`src/design/ntp_pkg.sv`:
```
// ntp_pkg: shared types, parse phase codes and character helpers for the
// number token parser. No dependencies.
package ntp_pkg;

    // parse phase codes
    localparam logic [3:0] PH_START      = 4'd0;
    localparam logic [3:0] PH_ZERO       = 4'd1;
    localparam logic [3:0] PH_PREFIX     = 4'd2;
    localparam logic [3:0] PH_INT        = 4'd3;
    localparam logic [3:0] PH_FRAC       = 4'd4;
    localparam logic [3:0] PH_EXP_START  = 4'd5;
    localparam logic [3:0] PH_EXP_SIGN   = 4'd6;
    localparam logic [3:0] PH_EXP_DIGITS = 4'd7;
    localparam logic [3:0] PH_BAD        = 4'd8;

    // radix limits
    localparam logic [5:0] BASE_RESET = 6'd10;
    localparam logic [5:0] BASE_MIN   = 6'd2;
    localparam logic [5:0] BASE_MAX   = 6'd36;
    localparam logic [5:0] HEX_RADIX  = 6'd16;
    localparam logic [5:0] DEC_RADIX  = 6'd10;

    // characters
    localparam logic [7:0] CH_MINUS  = 8'h2D;
    localparam logic [7:0] CH_DOT    = 8'h2E;
    localparam logic [7:0] CH_DOLLAR = 8'h24;
    localparam logic [7:0] CH_ZERO   = 8'h30;
    localparam logic [7:0] CH_NINE   = 8'h39;
    localparam logic [7:0] CH_LOW_X  = 8'h78;
    localparam logic [7:0] CH_UP_X   = 8'h58;
    localparam logic [7:0] CH_LOW_E  = 8'h65;
    localparam logic [7:0] CH_UP_E   = 8'h45;
    localparam logic [7:0] CH_LOW_A  = 8'h61;
    localparam logic [7:0] CH_LOW_Z  = 8'h7A;
    localparam logic [7:0] CH_UP_A   = 8'h41;
    localparam logic [7:0] CH_UP_Z   = 8'h5A;

    // per-token control state
    typedef struct packed {
        logic [3:0] phase;
        logic       neg;
        logic       hex;
        logic       sat;
        logic       digit;
    } t_flags;

    localparam t_flags FLAGS_CLEAR = '{phase: PH_START, neg: 1'b0, hex: 1'b0,
                                       sat: 1'b0, digit: 1'b0};

    typedef struct packed {
        logic       ok;
        logic [5:0] val;
    } t_digit;

    function automatic logic is_dec(input logic [7:0] c);
        return (c >= CH_ZERO) && (c <= CH_NINE);
    endfunction

    function automatic t_digit digit_value(input logic [7:0] c);
        t_digit d;
        d.ok  = 1'b1;
        d.val = 6'd0;
        if (is_dec(c)) begin
            d.val = 6'(c - CH_ZERO);
        end else if ((c >= CH_LOW_A) && (c <= CH_LOW_Z)) begin
            d.val = 6'(c - CH_LOW_A) + 6'd10;
        end else if ((c >= CH_UP_A) && (c <= CH_UP_Z)) begin
            d.val = 6'(c - CH_UP_A) + 6'd10;
        end else begin
            d.ok = 1'b0;
        end
        return d;
    endfunction

endpackage

```
`src/design/ntp_step.sv`:
```
// ntp_step: one character of token parsing, next state and token result.
// Depends on ntp_pkg.
module ntp_step #(
    parameter int VALUE_BITS = 32
) (
    input  logic [7:0]            i_char,
    input  logic                  i_last,
    input  logic [5:0]            i_base,
    input  ntp_pkg::t_flags       i_flags,
    input  logic [VALUE_BITS-1:0] i_acc,
    output ntp_pkg::t_flags       o_flags,
    output logic [VALUE_BITS-1:0] o_acc,
    output logic [VALUE_BITS-1:0] o_value,
    output logic                  o_not_number,
    output logic                  o_float_form
);

    localparam int PW = VALUE_BITS + 7;
    localparam logic [PW-1:0] MAG_MAX = PW'({1'b0, {(VALUE_BITS-1){1'b1}}});

    logic [5:0]      radix;
    ntp_pkg::t_digit dig;
    logic [PW-1:0]   prod;
    logic            over;
    logic            decimal;

    assign radix   = i_flags.hex ? ntp_pkg::HEX_RADIX : i_base;
    assign decimal = !i_flags.hex && (i_base == ntp_pkg::DEC_RADIX);
    assign dig     = ntp_pkg::digit_value(i_char);
    // acc * radix + d, wide enough that nothing wraps
    assign prod    = PW'(i_acc) * PW'(radix) + PW'(dig.val);
    assign over    = prod > MAG_MAX;

    always_comb begin
        ntp_pkg::t_flags       f;
        logic [VALUE_BITS-1:0] acc;
        logic                  do_int;

        f      = i_flags;
        acc    = i_acc;
        do_int = 1'b0;

        case (i_flags.phase)
            ntp_pkg::PH_START: begin
                if (i_char == ntp_pkg::CH_DOLLAR) begin
                    f.hex   = 1'b1;
                    f.phase = ntp_pkg::PH_PREFIX;
                end else if (i_char == ntp_pkg::CH_ZERO) begin
                    f.digit = 1'b1;
                    acc     = '0;
                    f.phase = ntp_pkg::PH_ZERO;
                end else if (i_char == ntp_pkg::CH_MINUS) begin
                    f.neg   = 1'b1;
                    f.phase = ntp_pkg::PH_INT;
                end else begin
                    f.phase = ntp_pkg::PH_INT;
                    do_int  = 1'b1;
                end
            end
            ntp_pkg::PH_ZERO: begin
                if (i_char == ntp_pkg::CH_LOW_X || i_char == ntp_pkg::CH_UP_X) begin
                    f.hex   = 1'b1;
                    acc     = '0;
                    f.digit = 1'b0;
                    f.phase = ntp_pkg::PH_PREFIX;
                end else begin
                    f.phase = ntp_pkg::PH_INT;
                    do_int  = 1'b1;
                end
            end
            ntp_pkg::PH_PREFIX: begin
                f.phase = ntp_pkg::PH_INT;
                if (i_char == ntp_pkg::CH_MINUS) begin
                    f.neg = 1'b1;
                end else begin
                    do_int = 1'b1;
                end
            end
            ntp_pkg::PH_INT: begin
                do_int = 1'b1;
            end
            ntp_pkg::PH_FRAC: begin
                if (ntp_pkg::is_dec(i_char)) begin
                    f.digit = 1'b1;
                end else if (i_char == ntp_pkg::CH_LOW_E || i_char == ntp_pkg::CH_UP_E) begin
                    f.phase = ntp_pkg::PH_EXP_START;
                end else begin
                    f.phase = ntp_pkg::PH_BAD;
                end
            end
            ntp_pkg::PH_EXP_START: begin
                if (i_char == ntp_pkg::CH_MINUS) begin
                    f.phase = ntp_pkg::PH_EXP_SIGN;
                end else if (ntp_pkg::is_dec(i_char)) begin
                    f.phase = ntp_pkg::PH_EXP_DIGITS;
                end else begin
                    f.phase = ntp_pkg::PH_BAD;
                end
            end
            ntp_pkg::PH_EXP_SIGN, ntp_pkg::PH_EXP_DIGITS: begin
                f.phase = ntp_pkg::is_dec(i_char) ? ntp_pkg::PH_EXP_DIGITS
                                                  : ntp_pkg::PH_BAD;
            end
            default: begin
                f.phase = ntp_pkg::PH_BAD;
            end
        endcase

        // integer-part character
        if (do_int) begin
            if (decimal) begin
                if (ntp_pkg::is_dec(i_char)) begin
                    acc     = prod[VALUE_BITS-1:0];
                    f.digit = 1'b1;
                end else if (i_char == ntp_pkg::CH_DOT) begin
                    f.phase = ntp_pkg::PH_FRAC;
                end else if (i_char == ntp_pkg::CH_LOW_E || i_char == ntp_pkg::CH_UP_E) begin
                    f.phase = ntp_pkg::PH_EXP_START;
                end else begin
                    f.phase = ntp_pkg::PH_BAD;
                end
            end else if (!dig.ok || dig.val >= radix) begin
                f.phase = ntp_pkg::PH_BAD;
            end else begin
                f.digit = 1'b1;
                if (!f.sat) begin
                    if (over) begin
                        f.sat = 1'b1;
                        acc   = MAG_MAX[VALUE_BITS-1:0];
                    end else begin
                        acc = prod[VALUE_BITS-1:0];
                    end
                end
            end
        end

        // token result
        o_value      = '0;
        o_not_number = 1'b1;
        o_float_form = 1'b0;
        if (f.phase == ntp_pkg::PH_ZERO || f.phase == ntp_pkg::PH_PREFIX ||
            f.phase == ntp_pkg::PH_INT) begin
            if (f.digit) begin
                o_not_number = 1'b0;
                o_value      = f.neg ? (VALUE_BITS'(0) - acc) : acc;
            end
        end else if (f.phase == ntp_pkg::PH_FRAC || f.phase == ntp_pkg::PH_EXP_DIGITS) begin
            if (f.digit) begin
                o_not_number = 1'b0;
                o_float_form = 1'b1;
            end
        end

        if (i_last) begin
            f   = ntp_pkg::FLAGS_CLEAR;
            acc = '0;
        end

        o_flags = f;
        o_acc   = acc;
    end

endmodule

```
`src/design/number_token_parser.sv`:
```
// number_token_parser: streaming conversion of a text token into an integer.
// Depends on ntp_pkg and ntp_step.
// result path: a final character waits in the input register, and its result is then
//   registered in the output register, which drives o_valid
// throughput: one character per cycle, set by the single multiply-add by the radix;
//   a final character stalls in the input register while a result waits unread
// reset: synchronous active-low i_rst_n clears token state, both valids, radix to 10
module number_token_parser #(
    parameter int VALUE_BITS = 32
) (
    input  logic        i_clk,
    input  logic        i_rst_n,
    // configuration: radix
    input  logic        i_cfg_we,
    input  logic [5:0]  i_cfg_data,
    // character stream
    input  logic        i_valid,
    output logic        o_ready,
    input  logic [7:0]  i_char_in,
    input  logic        i_last_char,
    // token results
    output logic        o_valid,
    input  logic        i_ready,
    output logic [31:0] o_value,
    output logic        o_not_number,
    output logic        o_float_form
);

    // configured radix, clamped on write
    logic [5:0] r_base;
    logic [5:0] n_base;

    // input register
    logic       r_in_vld;
    logic [7:0] r_char;
    logic       r_last;

    // token state
    ntp_pkg::t_flags       r_flags;
    logic [VALUE_BITS-1:0] r_acc;
    ntp_pkg::t_flags       n_flags;
    logic [VALUE_BITS-1:0] n_acc;

    // result of the character in the input register
    logic [VALUE_BITS-1:0] step_value;
    logic                  step_nan;
    logic                  step_flt;
    logic [31:0]           n_value;

    // output register
    logic        r_out_vld;
    logic [31:0] r_value;
    logic        r_nan;
    logic        r_flt;

    logic out_free;
    logic advance;

    // output slot can take a result this cycle
    assign out_free = !r_out_vld || i_ready;
    // the held character is consumed; a final one needs room for its result
    assign advance  = r_in_vld && (!r_last || out_free);
    assign o_ready  = !r_in_vld || advance;

    always_comb begin
        if (i_cfg_data < ntp_pkg::BASE_MIN) begin
            n_base = ntp_pkg::BASE_MIN;
        end else if (i_cfg_data > ntp_pkg::BASE_MAX) begin
            n_base = ntp_pkg::BASE_MAX;
        end else begin
            n_base = i_cfg_data;
        end
    end

    always_ff @(posedge i_clk) begin
        if (!i_rst_n) begin
            r_base <= ntp_pkg::BASE_RESET;
        end else if (i_cfg_we) begin
            r_base <= n_base;
        end
    end

    // input register: loads on every transfer
    always_ff @(posedge i_clk) begin
        if (!i_rst_n) begin
            r_in_vld <= 1'b0;
        end else if (o_ready) begin
            r_in_vld <= i_valid;
        end
    end

    always_ff @(posedge i_clk) begin
        if (i_valid && o_ready) begin
            r_char <= i_char_in;
            r_last <= i_last_char;
        end
    end

    ntp_step #(
        .VALUE_BITS (VALUE_BITS)
    ) u_step (
        .i_char       (r_char),
        .i_last       (r_last),
        .i_base       (r_base),
        .i_flags      (r_flags),
        .i_acc        (r_acc),
        .o_flags      (n_flags),
        .o_acc        (n_acc),
        .o_value      (step_value),
        .o_not_number (step_nan),
        .o_float_form (step_flt)
    );

    // token state advances once per consumed character
    always_ff @(posedge i_clk) begin
        if (!i_rst_n) begin
            r_flags <= ntp_pkg::FLAGS_CLEAR;
            r_acc   <= '0;
        end else if (advance) begin
            r_flags <= n_flags;
            r_acc   <= n_acc;
        end
    end

    // fit the result to 32 bits: low bits of a wide value, sign-extend a narrow one
    generate
        if (VALUE_BITS >= 32) begin : g_wide
            assign n_value = step_value[31:0];
        end else begin : g_narrow
            assign n_value = {{(32-VALUE_BITS){step_value[VALUE_BITS-1]}}, step_value};
        end
    endgenerate

    // output register
    always_ff @(posedge i_clk) begin
        if (!i_rst_n) begin
            r_out_vld <= 1'b0;
        end else if (advance && r_last) begin
            r_out_vld <= 1'b1;
        end else if (i_ready) begin
            r_out_vld <= 1'b0;
        end
    end

    always_ff @(posedge i_clk) begin
        if (advance && r_last) begin
            r_value <= n_value;
            r_nan   <= step_nan;
            r_flt   <= step_flt;
        end
    end

    assign o_valid      = r_out_vld;
    assign o_value      = r_value;
    assign o_not_number = r_nan;
    assign o_float_form = r_flt;

    // radix stays within its legal range
    a_base_range: assert property (@(posedge i_clk) disable iff (!i_rst_n)
        r_base >= ntp_pkg::BASE_MIN && r_base <= ntp_pkg::BASE_MAX)
        else $error("radix out of range");

    // a final character leaves the token state cleared
    a_token_clear: assert property (@(posedge i_clk) disable iff (!i_rst_n)
        advance && r_last |=> r_flags == ntp_pkg::FLAGS_CLEAR && r_acc == '0)
        else $error("token state not cleared after final character");

    // a final character never lands on an unread result
    a_no_overwrite: assert property (@(posedge i_clk) disable iff (!i_rst_n)
        advance && r_last |-> !r_out_vld || i_ready)
        else $error("result overwritten");

    // invalid and float-form results carry a zero value
    a_zero_value: assert property (@(posedge i_clk) disable iff (!i_rst_n)
        r_out_vld && (r_nan || r_flt) |-> r_value == 32'd0)
        else $error("nonzero value on invalid or float token");

    // a token is never both invalid and float form
    a_exclusive: assert property (@(posedge i_clk) disable iff (!i_rst_n)
        r_out_vld |-> !(r_nan && r_flt))
        else $error("invalid and float flags both set");

endmodule

```
`config.mk`:
```
export PLATFORM = sky130hd
export DESIGN_NAME = number_token_parser
export DESIGN_NICKNAME = d
export VERILOG_FILES = /design/src/design/ntp_pkg.sv /design/src/design/ntp_step.sv /design/src/design/number_token_parser.sv
export SDC_FILE = /design/constraint.sdc
export NUM_CORES = 1
export LEC_CHECK = 0
export BUFFER_PORTS_ARGS = -buffer_cell sky130_fd_sc_hd__buf_2
export CAP_MARGIN = 25
export CORE_MARGIN = 3
export CORE_UTILIZATION = 45
export DETAILED_ROUTE_END_ITERATION = 16
export HOLD_SLACK_MARGIN = 0.12
export PLACE_DENSITY = 0.72
export SKIP_LAST_GASP = 1
export SYNTH_ARGS = -nofsm -noshare
export SYNTH_HDL_FRONTEND = slang
export SYNTH_SLANG_ARGS = --single-unit
```
`constraint.sdc`:
```
create_clock -name i_clk -period 16.2 [get_ports i_clk]
set_input_delay 2.43 -clock i_clk [delete_from_list [all_inputs] [get_ports i_clk]]
set_output_delay 2.43 -clock i_clk [all_outputs]
set_load 0.05 [all_outputs]
```
**Yosys cells after proc, flatten, opt, wreduce, memory -nomap -nowiden**

Index checks and enable logic that the tools add are counted.

- Bits in registers: 91
- Logic and storage cells: 153

- Add/sub/neg operators: 7
- Multiply operators: 1
- Order comparisons: 10
- Equality and inequality tests: 25
- Mux-type cells: 65
- Bitwise gates (word level): 1
- Reductions and logical operators: 30

Operator list:

| kind | number |
|---|---|
| $mux 32 | 11 |
| $pmux 32 s2 | 1 |
| $add 38x6->39 | 1 |
| $gt 39x31->1 const B | 1 |
| $mul 32x6->38 | 1 |
| $mux 4 | 9 |
| $mux 6 | 6 |
| $eq 8x6->1 const B | 4 |
| $eq 8x7->1 const B | 4 |
| $sub 1x32->32 const A | 1 |
| $mux 1 | 28 |
| $pmux 4 s7 | 1 |
| $eq 4x3->1 const B | 6 |
| $eq 4x2->1 const B | 4 |
| $ge 8x7->1 const B | 2 |
| $le 8x7->1 const B | 2 |
| $add 6x4->6 const B | 2 |
| $sub 6x6->6 const B | 2 |
| $logic_or 1x1->1 | 9 |
| $eq 4x1->1 const B | 2 |
| $ge 8x6->1 const B | 1 |
| $le 8x6->1 const B | 1 |
| $mux 2 | 4 |
| $mux 8 | 1 |
| other kinds (19) | 35 |

**Logic depth before layout (Yosys ltp)**

Gate-level depths: netlist (run 1).

- Depth after elaboration: 15
- Mapped depth: 30
- Gate-level depth less buffers: 28

**Cells and area by module**

From an unflattened synthesis (run 1), not the netlist that was laid out.

- Cell total of the unflattened synthesis: 1643
- Area total of the unflattened synthesis: 13760.7 µm²

By module, submodules not included:

| module | times used | cells an instance | area an instance (µm²) | sequential area each (µm²) |
|---|---|---|---|---|
| ntp_step | 1 | 1377 | 10324.9 | 0.0 |
| number_token_parser | 1 | 266 | 3435.8 | 2252.2 |

**Worst setup path before layout (run 1)**

No wires, ideal clock.

- Kind: register to register
- Start: reg r_flags[2] (netlist name)
- End: reg r_value[26], in the netlist o_value[26] (data pin)
- Library setup time: 0.257 ns
- Data arrival time: 7.022 ns
- Required time: 15.943 ns
- Slack: 8.922 ns
- Cell stages (with the launch flop): 28
- Path buffers: 2
- Cell sequence: dfxtp_1 -> clkbuf_1 -> nor2b_1 -> clkbuf_1 -> nand2_1 -> fa_1 -> fa_1 -> inv_1 -> fa_1 -> inv_1 -> fa_1 -> inv_1 -> ha_1 -> a21oi_1 -> a21oi_1 -> o311a_1 -> or3_1 -> a22oi_2 -> o2111a_1 -> and4_1 -> nand2b_1 -> a22oi_1 -> ha_1 -> and2_1 -> nand4_2 -> nor4_4 -> mux2i_1 -> nand2_1

- Cells in the longest elaborated chain, start to end: 11

Ends and longest elaborated chain:

| item | RTL line | source |
|---|---|---|
| start, declared | number_token_parser.sv:39 | `ntp_pkg::t_flags r_flags;` |
| start signal, assigned | number_token_parser.sv:117 | `r_flags <= ntp_pkg::FLAGS_CLEAR;` |
| start signal, assigned | number_token_parser.sv:120 | `r_flags <= n_flags;` |
| $mux 6 | ntp_step.sv:27 | `assign radix = i_flags.hex ? ntp_pkg::HEX_RADIX : i_base;` |
| $mul 32x6->38 | ntp_step.sv:31 | `assign prod = PW'(i_acc) * PW'(radix) + PW'(dig.val);` |
| $add 38x6->39 | ntp_step.sv:31 |  |
| $gt 39x31->1 | ntp_step.sv:32 | `assign over = prod > MAG_MAX;` |
| $mux 32 | ntp_step.sv:127 | `if (over) begin` |
| $mux 32 | ntp_step.sv:126 | `if (!f.sat) begin` |
| $mux 32 | ntp_step.sv:122 | `end else if (!dig.ok \|\| dig.val >= radix) begin` |
| $mux 32 | ntp_step.sv:111 | `if (decimal) begin` |
| $mux 32 | ntp_step.sv:110 | `if (do_int) begin` |
| $sub 1x32->32 | ntp_step.sv:145 | `o_value = f.neg ? (VALUE_BITS'(0) - acc) : acc;` |
| $mux 32 | ntp_step.sv:145 |  |
| end signal, assigned | number_token_parser.sv:147 | `r_value <= n_value;` |
| end, declared | number_token_parser.sv:52 | `logic [31:0] r_value;` |

Several ways; a longest one is shown, not always the timed one. The select of a mux whose other input is x is not followed.
A chain may end at the register's enable or synchronous reset.

**Worst setup path after layout (run 1)**

- Start: reg r_flags[2] (netlist name)
- End: reg r_value[28], in the netlist o_value[28] (data pin)

The elaborated chain is that of the path after synthesis.

==> results of run 1 <==
worst max-delay path, cell delays in order (launching register included):
cell and delay (ns):
dfxtp_1 0.43, nor2_2 0.61, buf_4 0.39, nor2b_1 0.11
fa_1 0.51, inv_1 0.05, fa_1 0.53, inv_1 0.05
fa_1 0.48, ha_1 0.32, ha_1 0.41, a21oi_1 0.23
o21ai_0 0.24, a32o_1 0.34, a2111oi_0 0.55, and3b_1 0.28
o2111a_1 0.32, and4_1 0.39, nand2b_1 0.18, a22oi_1 0.32
ha_1 0.30, and2_1 0.20, nand4_2 0.28, nor4_4 0.53
mux2i_1 0.23, nand2_1 0.06
state kept, by name, summed over array words and instances (netlist names):
signal / flops
o_float_form: 1
o_not_number: 1
o_valid: 1
o_value: 32
r_acc: 32
r_base: 6
r_char: 8
r_flags: 8
r_in_vld: 1
r_last: 1
report_power, final:
part,switching [uW],total [uW],internal (uW),leakage (uW)
Combinational,282,415,134,0.00560
Clock,99.7,220,120,0.000148
Sequential,15.8,267,251,0.000793
Total,397,902,505,0.00654
layout make-up:
type                       instances  area, um^2  share of cell area (%)
sequential                        91        2252                   15.74
timing repair buffer              76       488.0                   3.411
clock inverter                     4       30.03                  0.2099
multi-input combinational       1341       10500                   73.41
clock buffer                      12       271.5                   1.898
tap                              384       480.5                   3.358
inverter                          75       281.5                   1.968
metal layers:
metal  routed length [um]  global-route usage [%]  vias to the layer above
met5                    0                       0                        -
met4                 1747                   9.578                        0
met3                 3266                   4.896                       89
met2                18190                   40.33                      556
met1                17450                   35.88                     5913
li1                     -                       -                     5596
cells in the mapped netlist (9+ instances only):
library cell  number  area (um^2)
nand2b_1          14        87.58
nor2b_1           61        381.6
dfxtp_1           48        960.9
xor2_1            19        166.4
a22oi_1           28        210.2
clkbuf_1          69        259.0
and2_1           175         1095
o211ai_1          15        112.6
inv_1             75        281.5
a31oi_1           22        137.6
fa_1             124         2482
nand3_1           20        100.1
xnor2_1           27        236.5
edfxtp_1          43         1291
nor2_1           113        424.2
o22ai_1           12        75.07
o2111ai_1          9        78.83
o21a_1            20        150.1
a211oi_1           9        67.56
nand4_1           16        100.1
ha_1             102         1276
a21oi_1          100        500.5
a21o_1            23        172.7
nand2_1          159        596.8
mux2i_1           11        110.1
o21ai_0           84        420.4
buf_1             12        45.04
o21ai_1            9        45.04
or3_1              9        56.30
nor3_1            22        110.1
worst paths after layout:
check | cells past startpoint | slack, ns | to | from
max | 25 | 7.62 | o_value[28] | r_flags[2]
min | 2 | 0.52 | r_base[0] | r_base[0]
max reg2reg | 25 | 7.62 | o_value[28] | r_flags[2]
min reg2reg | 2 | 0.52 | r_base[0] | r_base[0]
logic make-up (layout without fill, tap and decap cells):
group                    count (synthesis)  after routing  share of synthesized area, %
buffers and inverters                  163            167                         4.779
AO/OA/AOI/OAI                          421            421                         21.24
XOR/XNOR                                47             47                         3.133
adder cells (fa/ha/maj)                226            226                         28.09
AND/OR/NAND/NOR                        636            636                         25.10
flip-flops                              91             91                         16.83
multiplexers                            11             11                        0.8230
through the flow:
step / setup slack, ns / hold WS, ns / power, uW
detailed placement: 7.792 / 0.5053 / 674.5
CTS: 7.731 / 0.5189 / 893.7
global route: 7.112 / 0.5513 / 953.4
finish: 7.616 / 0.5188 / 902.4
global placement: 7.715 / 0.4901 / 666.3
floorplan: 8.922 / 0.4638 / 560.4
==> metrics.cfg, run 1 <==
[status]
status = complete, no violations

[clock_tree]
htreeDepth = 3
cts_hold_buf = 0
clk_pin_slew_ns = 0.07
cts_tree = done
clkLatencyLatePin_ns = 0.36
cts_made_buffers = 9
cts.repair.resized = 0
cts.sinks = 91
cts_buffer_depth = 2
cts_root_buf = clkbuf_16
cts_setup_buffers = 0

[timing]
finalHoldViolations = 0
tightest_slew_ns = 1.074
drv_slew = 0
setup_viol = 0
max_slew_margin_pct = 28.14
clock.fmax_mhz = 116.5
finalSetupTns_ns = 0
fin_skew_ns = 0.01447
rsz0062_at_grt = false
min_period_ns = 8.584
post-route-period-util_pct = 52.99

[power_and_ir_drop]
peakVddDrop_mv = 0.07147
p_per_area_nw_per_um2 = 63.08
p_leak_uw = 0.006542

[flow_run]
cap_violations = 0

[floorplanning]
design.portCount = 56
coreArea_um2 = 29010
num_rows = 62
start_util_pct = 46.11
die_h_um = 178.4
dieArea_um2 = 31840
die_x_um = 178.4

[placement]
dp_cells = 1965
place_congestion = 1.008
io_buffers = 55
hpwl_um = 31480
placed_cell_area_um2 = 13980

[cells_and_area]
fin_nets = 1840
fin_cells = 1983
drive_above_1_share_pct = 8.443
final_cell_mix = and2_1 (175), nand2_1 (159), fa_1 (124)
design_area_um2 = 14310
final_common_cell = and2_1
n_antenna_cell = 0
fillers = 2794
utilization_pct = 49.31
synthToLayoutAreaGrowth_pct = 6.930

[global_routing]
track_usage_pct = 25.93
gr-total-overflow = 0
grt_pass1_wl_um = 65180
grt_max_degree = 49
antenna_found_initial = 0
grt_pass1_vias = 12045

[logic_synthesis]
ys_warn_count = 0
async_flop_share_pct = 0
synthCells = 1595
yosysUniqueCellTypes = 92
postSynthNetCount = 1841
synth-edff-count = 43
synth-main-ff-cell = dfxtp_1
avgSynthCellArea_um2 = 8.388
ys_seq_area_share_pct = 16.83
ys_ff_latch = 91
synthesis.area_um2 = 13380

[critical_path]
critPathKind = register to register
critPathRequiredTime_ns = 16.31
crit_path_start_kind = register
crit_fanout = 21
worstSetupEndpointType = register
critPathArrivalTime_ns = 8.69

[worst_hold_path]
min_path_type = register to register

[drt]
firstDrtPassIters = 7
wl_um = 40650
ant_nets = 0
drt_iter0_markers = 1290
vias = 12154
wl_per_cell_um = 20.50
remaining_drc_errors = 0
vias_per_cell = 6.129

No activity file was read; power rests on OpenSTA's default activity.
==> run 2: changes to the inputs <==
==> constraint.sdc (replaced) <==
create_clock -name i_clk -period 7.9 [get_ports i_clk]
set_input_delay 1.185 -clock i_clk [delete_from_list [all_inputs] [get_ports i_clk]]
set_output_delay 1.185 -clock i_clk [all_outputs]
set_load 0.05 [all_outputs]
==> metrics.cfg, run 2 (same netlist as run 1, synthesis figures left out) <==
[status]
status = complete, no violations

[critical_path]
worstSetupEndpoint = o_value[31]
crit_path_start_kind = register
cp_common_cell = inv_1
critPathRequiredTime_ns = 7.99  ; -8.32 ns
crit_slowest_cell = or4b_1
r2r-start = r_base[1]
critPathArrivalTime_ns = 7.60  ; -1.09 ns
crit_fanout = 28  ; +33%
ff2ff_path_depth = 26  ; +4.0%
cp-startpoint = r_base[1]
critPathKind = register to register
slowest_delay_ns = 0.72  ; +0.11 ns
r2r-end = o_value[31]
r2r_setup_slack_ns = 0.39  ; -7.22 ns
worstSetupEndpointType = register

[power_and_ir_drop]
p_per_area_nw_per_um2 = 128.4  ; +100%
p_int_uw = 1073  ; +110%
switching_share_pct = 42.86  ; -1.1 points
total_power_uw = 1878  ; +110%
clkPwrFrac_pct = 23.7  ; -0.7 points
power.switching_uw = 804.7  ; +100%
peakVddDrop_mv = 0.1240  ; +73%
seq_power_share_pct = 29.0  ; -0.6 points
p_leak_uw = 0.006702  ; +2.5%
combPwrFrac_pct = 47.2  ; +1.2 points

[timing]
setup_viol = 0  ; unchanged
finalWorstSetupSlack_ns = 0.3917  ; -7.224 ns
min_period_ns = 7.508  ; -1.076 ns
fin_skew_ns = 0.006992  ; -0.007476 ns
max_slew_margin_pct = 31.11  ; +3.0 points
rsz0062_at_grt = false
drv_slew = 0  ; unchanged
post-route-period-util_pct = 95.04  ; +42 points
finalSetupTns_ns = 0  ; unchanged
clock.fmax_mhz = 133.2  ; +14%
hold_ws_ns = 0.5185  ; -0.0002860 ns
tightest_slew_ns = 1.030  ; -0.04441 ns
finalHoldViolations = 0  ; unchanged

[cells_and_area]
n_antenna_cell = 0  ; unchanged
seq_area_um2 = 2252  ; unchanged
final_cell_mix = and2_1 (175), nand2_1 (159), fa_1 (124)
fin_nets = 1874  ; +1.8%
fin_cells = 2017  ; +1.7%
fillers = 2823  ; +1.0%
multi_input_area_um2 = 10560  ; +0.51%
final_common_cell = and2_1
synthToLayoutAreaGrowth_pct = 9.277
drive_above_1_share_pct = 10.96  ; +2.5 points

[floorplanning]
design.portCount = 56  ; unchanged
num_rows = 62  ; unchanged
start_util_pct = 46.11  ; unchanged
dieArea_um2 = 31840  ; unchanged
coreArea_um2 = 29010  ; unchanged
die_h_um = 178.4  ; unchanged
die_x_um = 178.4  ; unchanged

[clock_tree]
htreeDepth = 3  ; unchanged
clk_pin_slew_ns = 0.07  ; about the same
cts.sinks = 91  ; unchanged
cts_made_buffers = 9  ; unchanged
clkLatencyLatePin_ns = 0.35  ; about the same
cts_root_buf = clkbuf_16
cts_buffer_depth = 2  ; unchanged
cts_tree = done

[worst_hold_path]
min_path_type = register to register

[flow_run]
cap_violations = 0  ; unchanged

[drt]
remaining_drc_errors = 0  ; unchanged
ant_nets = 0  ; unchanged
vias_per_cell = 6.011  ; -1.9%
wl_per_cell_um = 19.69  ; -4.0%
vias = 12124  ; -0.25%
firstDrtPassIters = 5  ; -2
wl_um = 39710  ; -2.3%
drt_iter0_markers = 944  ; -27%

[global_routing]
grt_max_degree = 49  ; unchanged
track_usage_pct = 25.21  ; -0.72 points
grt_pass1_vias = 11872  ; -1.4%
gr-total-overflow = 0  ; unchanged
grt_pass1_wl_um = 64000  ; -1.8%
antenna_found_initial = 0  ; unchanged

[placement]
io_buffers = 55  ; unchanged
dp_cells = 1999  ; +1.7%
place_congestion = 0.9559  ; -5.2%
pre_cts_ws_ns = 0.2411  ; -7.551 ns
hpwl_um = 31270  ; -0.65%

-- run 2: changes by cell type in the layout (fill, tap and decap cells not counted), moves of 4 or more --
cell	change
a21oi_2	+4
a21oi_1	-4
buf_12	+4
buf_4	+32
-- run 2: critical path, delay by kind of cell (launching register included) --
| family | cells | cell delay, ns |
|---|---|---|
| AO/OA/AOI/OAI | 5 | 1.55 |
| XOR/XNOR | 1 | 0.17 |
| adder cells (fa/ha/maj) | 5 | 2.42 |
| buffers and inverters | 7 | 0.66 |
| flip-flops | 1 | 0.30 |
| multiplexers | 1 | 0.18 |
| AND/OR/NAND/NOR | 7 | 1.95 |
-- run 2: repair_timing --
action                     CTS  global route
setup endpoints to repair    0            15
gates resized for setup      0            22
setup buffers                0             2
hold buffers                 0             0
-- run 2: final cells by class --
cell class / instances / area share [%]
clock buffer: 9 / 1.540
clock inverter: 7 / 0.5135
inverter: 75 / 1.926
multi-input combinational: 1341 / 72.20
sequential: 91 / 15.40
tap: 384 / 3.286
timing repair buffer: 110 / 5.126
-- run 2: how the worst min path moves through the flow --
stage                          start    endpoint  slack, ns  depth (start not counted)
final                      r_base[0]   r_base[0]       0.52                          2
after floorplan            r_base[0]   r_base[0]       0.46                          2
after global placement    r_flags[1]  r_flags[1]       0.50                          2
after global routing       r_base[0]   r_base[0]       0.54                          2
after detailed placement   r_base[0]   r_base[0]       0.50                          2
after CTS                  r_base[0]   r_base[0]       0.52                          2
-- run 2: power by group through the flow --
| stage | Combinational, uW | Clock [uW] | Sequential (uW) |
|---|---|---|---|
| 6_report | 887 | 446 | 545 |
| 5_1_grt | 968 | 469 | 547 |
| 4_1_cts | 864 | 453 | 545 |
| 3_5_place_dp | 860 | 0 | 555 |
| 3_3_place_gp | 850 | 0 | 554 |
| 2_1_floorplan | 591 | 0 | 559 |
-- run 2: metal layers --
layer  share of wire, %  up-vias  wire length [um]  track usage, %
met1                 44     5921             17600           34.84
met3                6.0       78              2363           3.129
met4                3.4        0              1345           7.987
li1                   -     5667                 -               -
met2                 46      458             18410           41.12
met5                  0        -                 0               0
-- run 2: through the flow --
stage / utilization [%] / area [um^2]
final: 50.39 / 14620
after floorplan: - / 13380
after global routing: 50.39 / 14620
after global placement: 49.03 / 14220
after CTS: 50.06 / 14530
after detailed placement: 49.03 / 14220
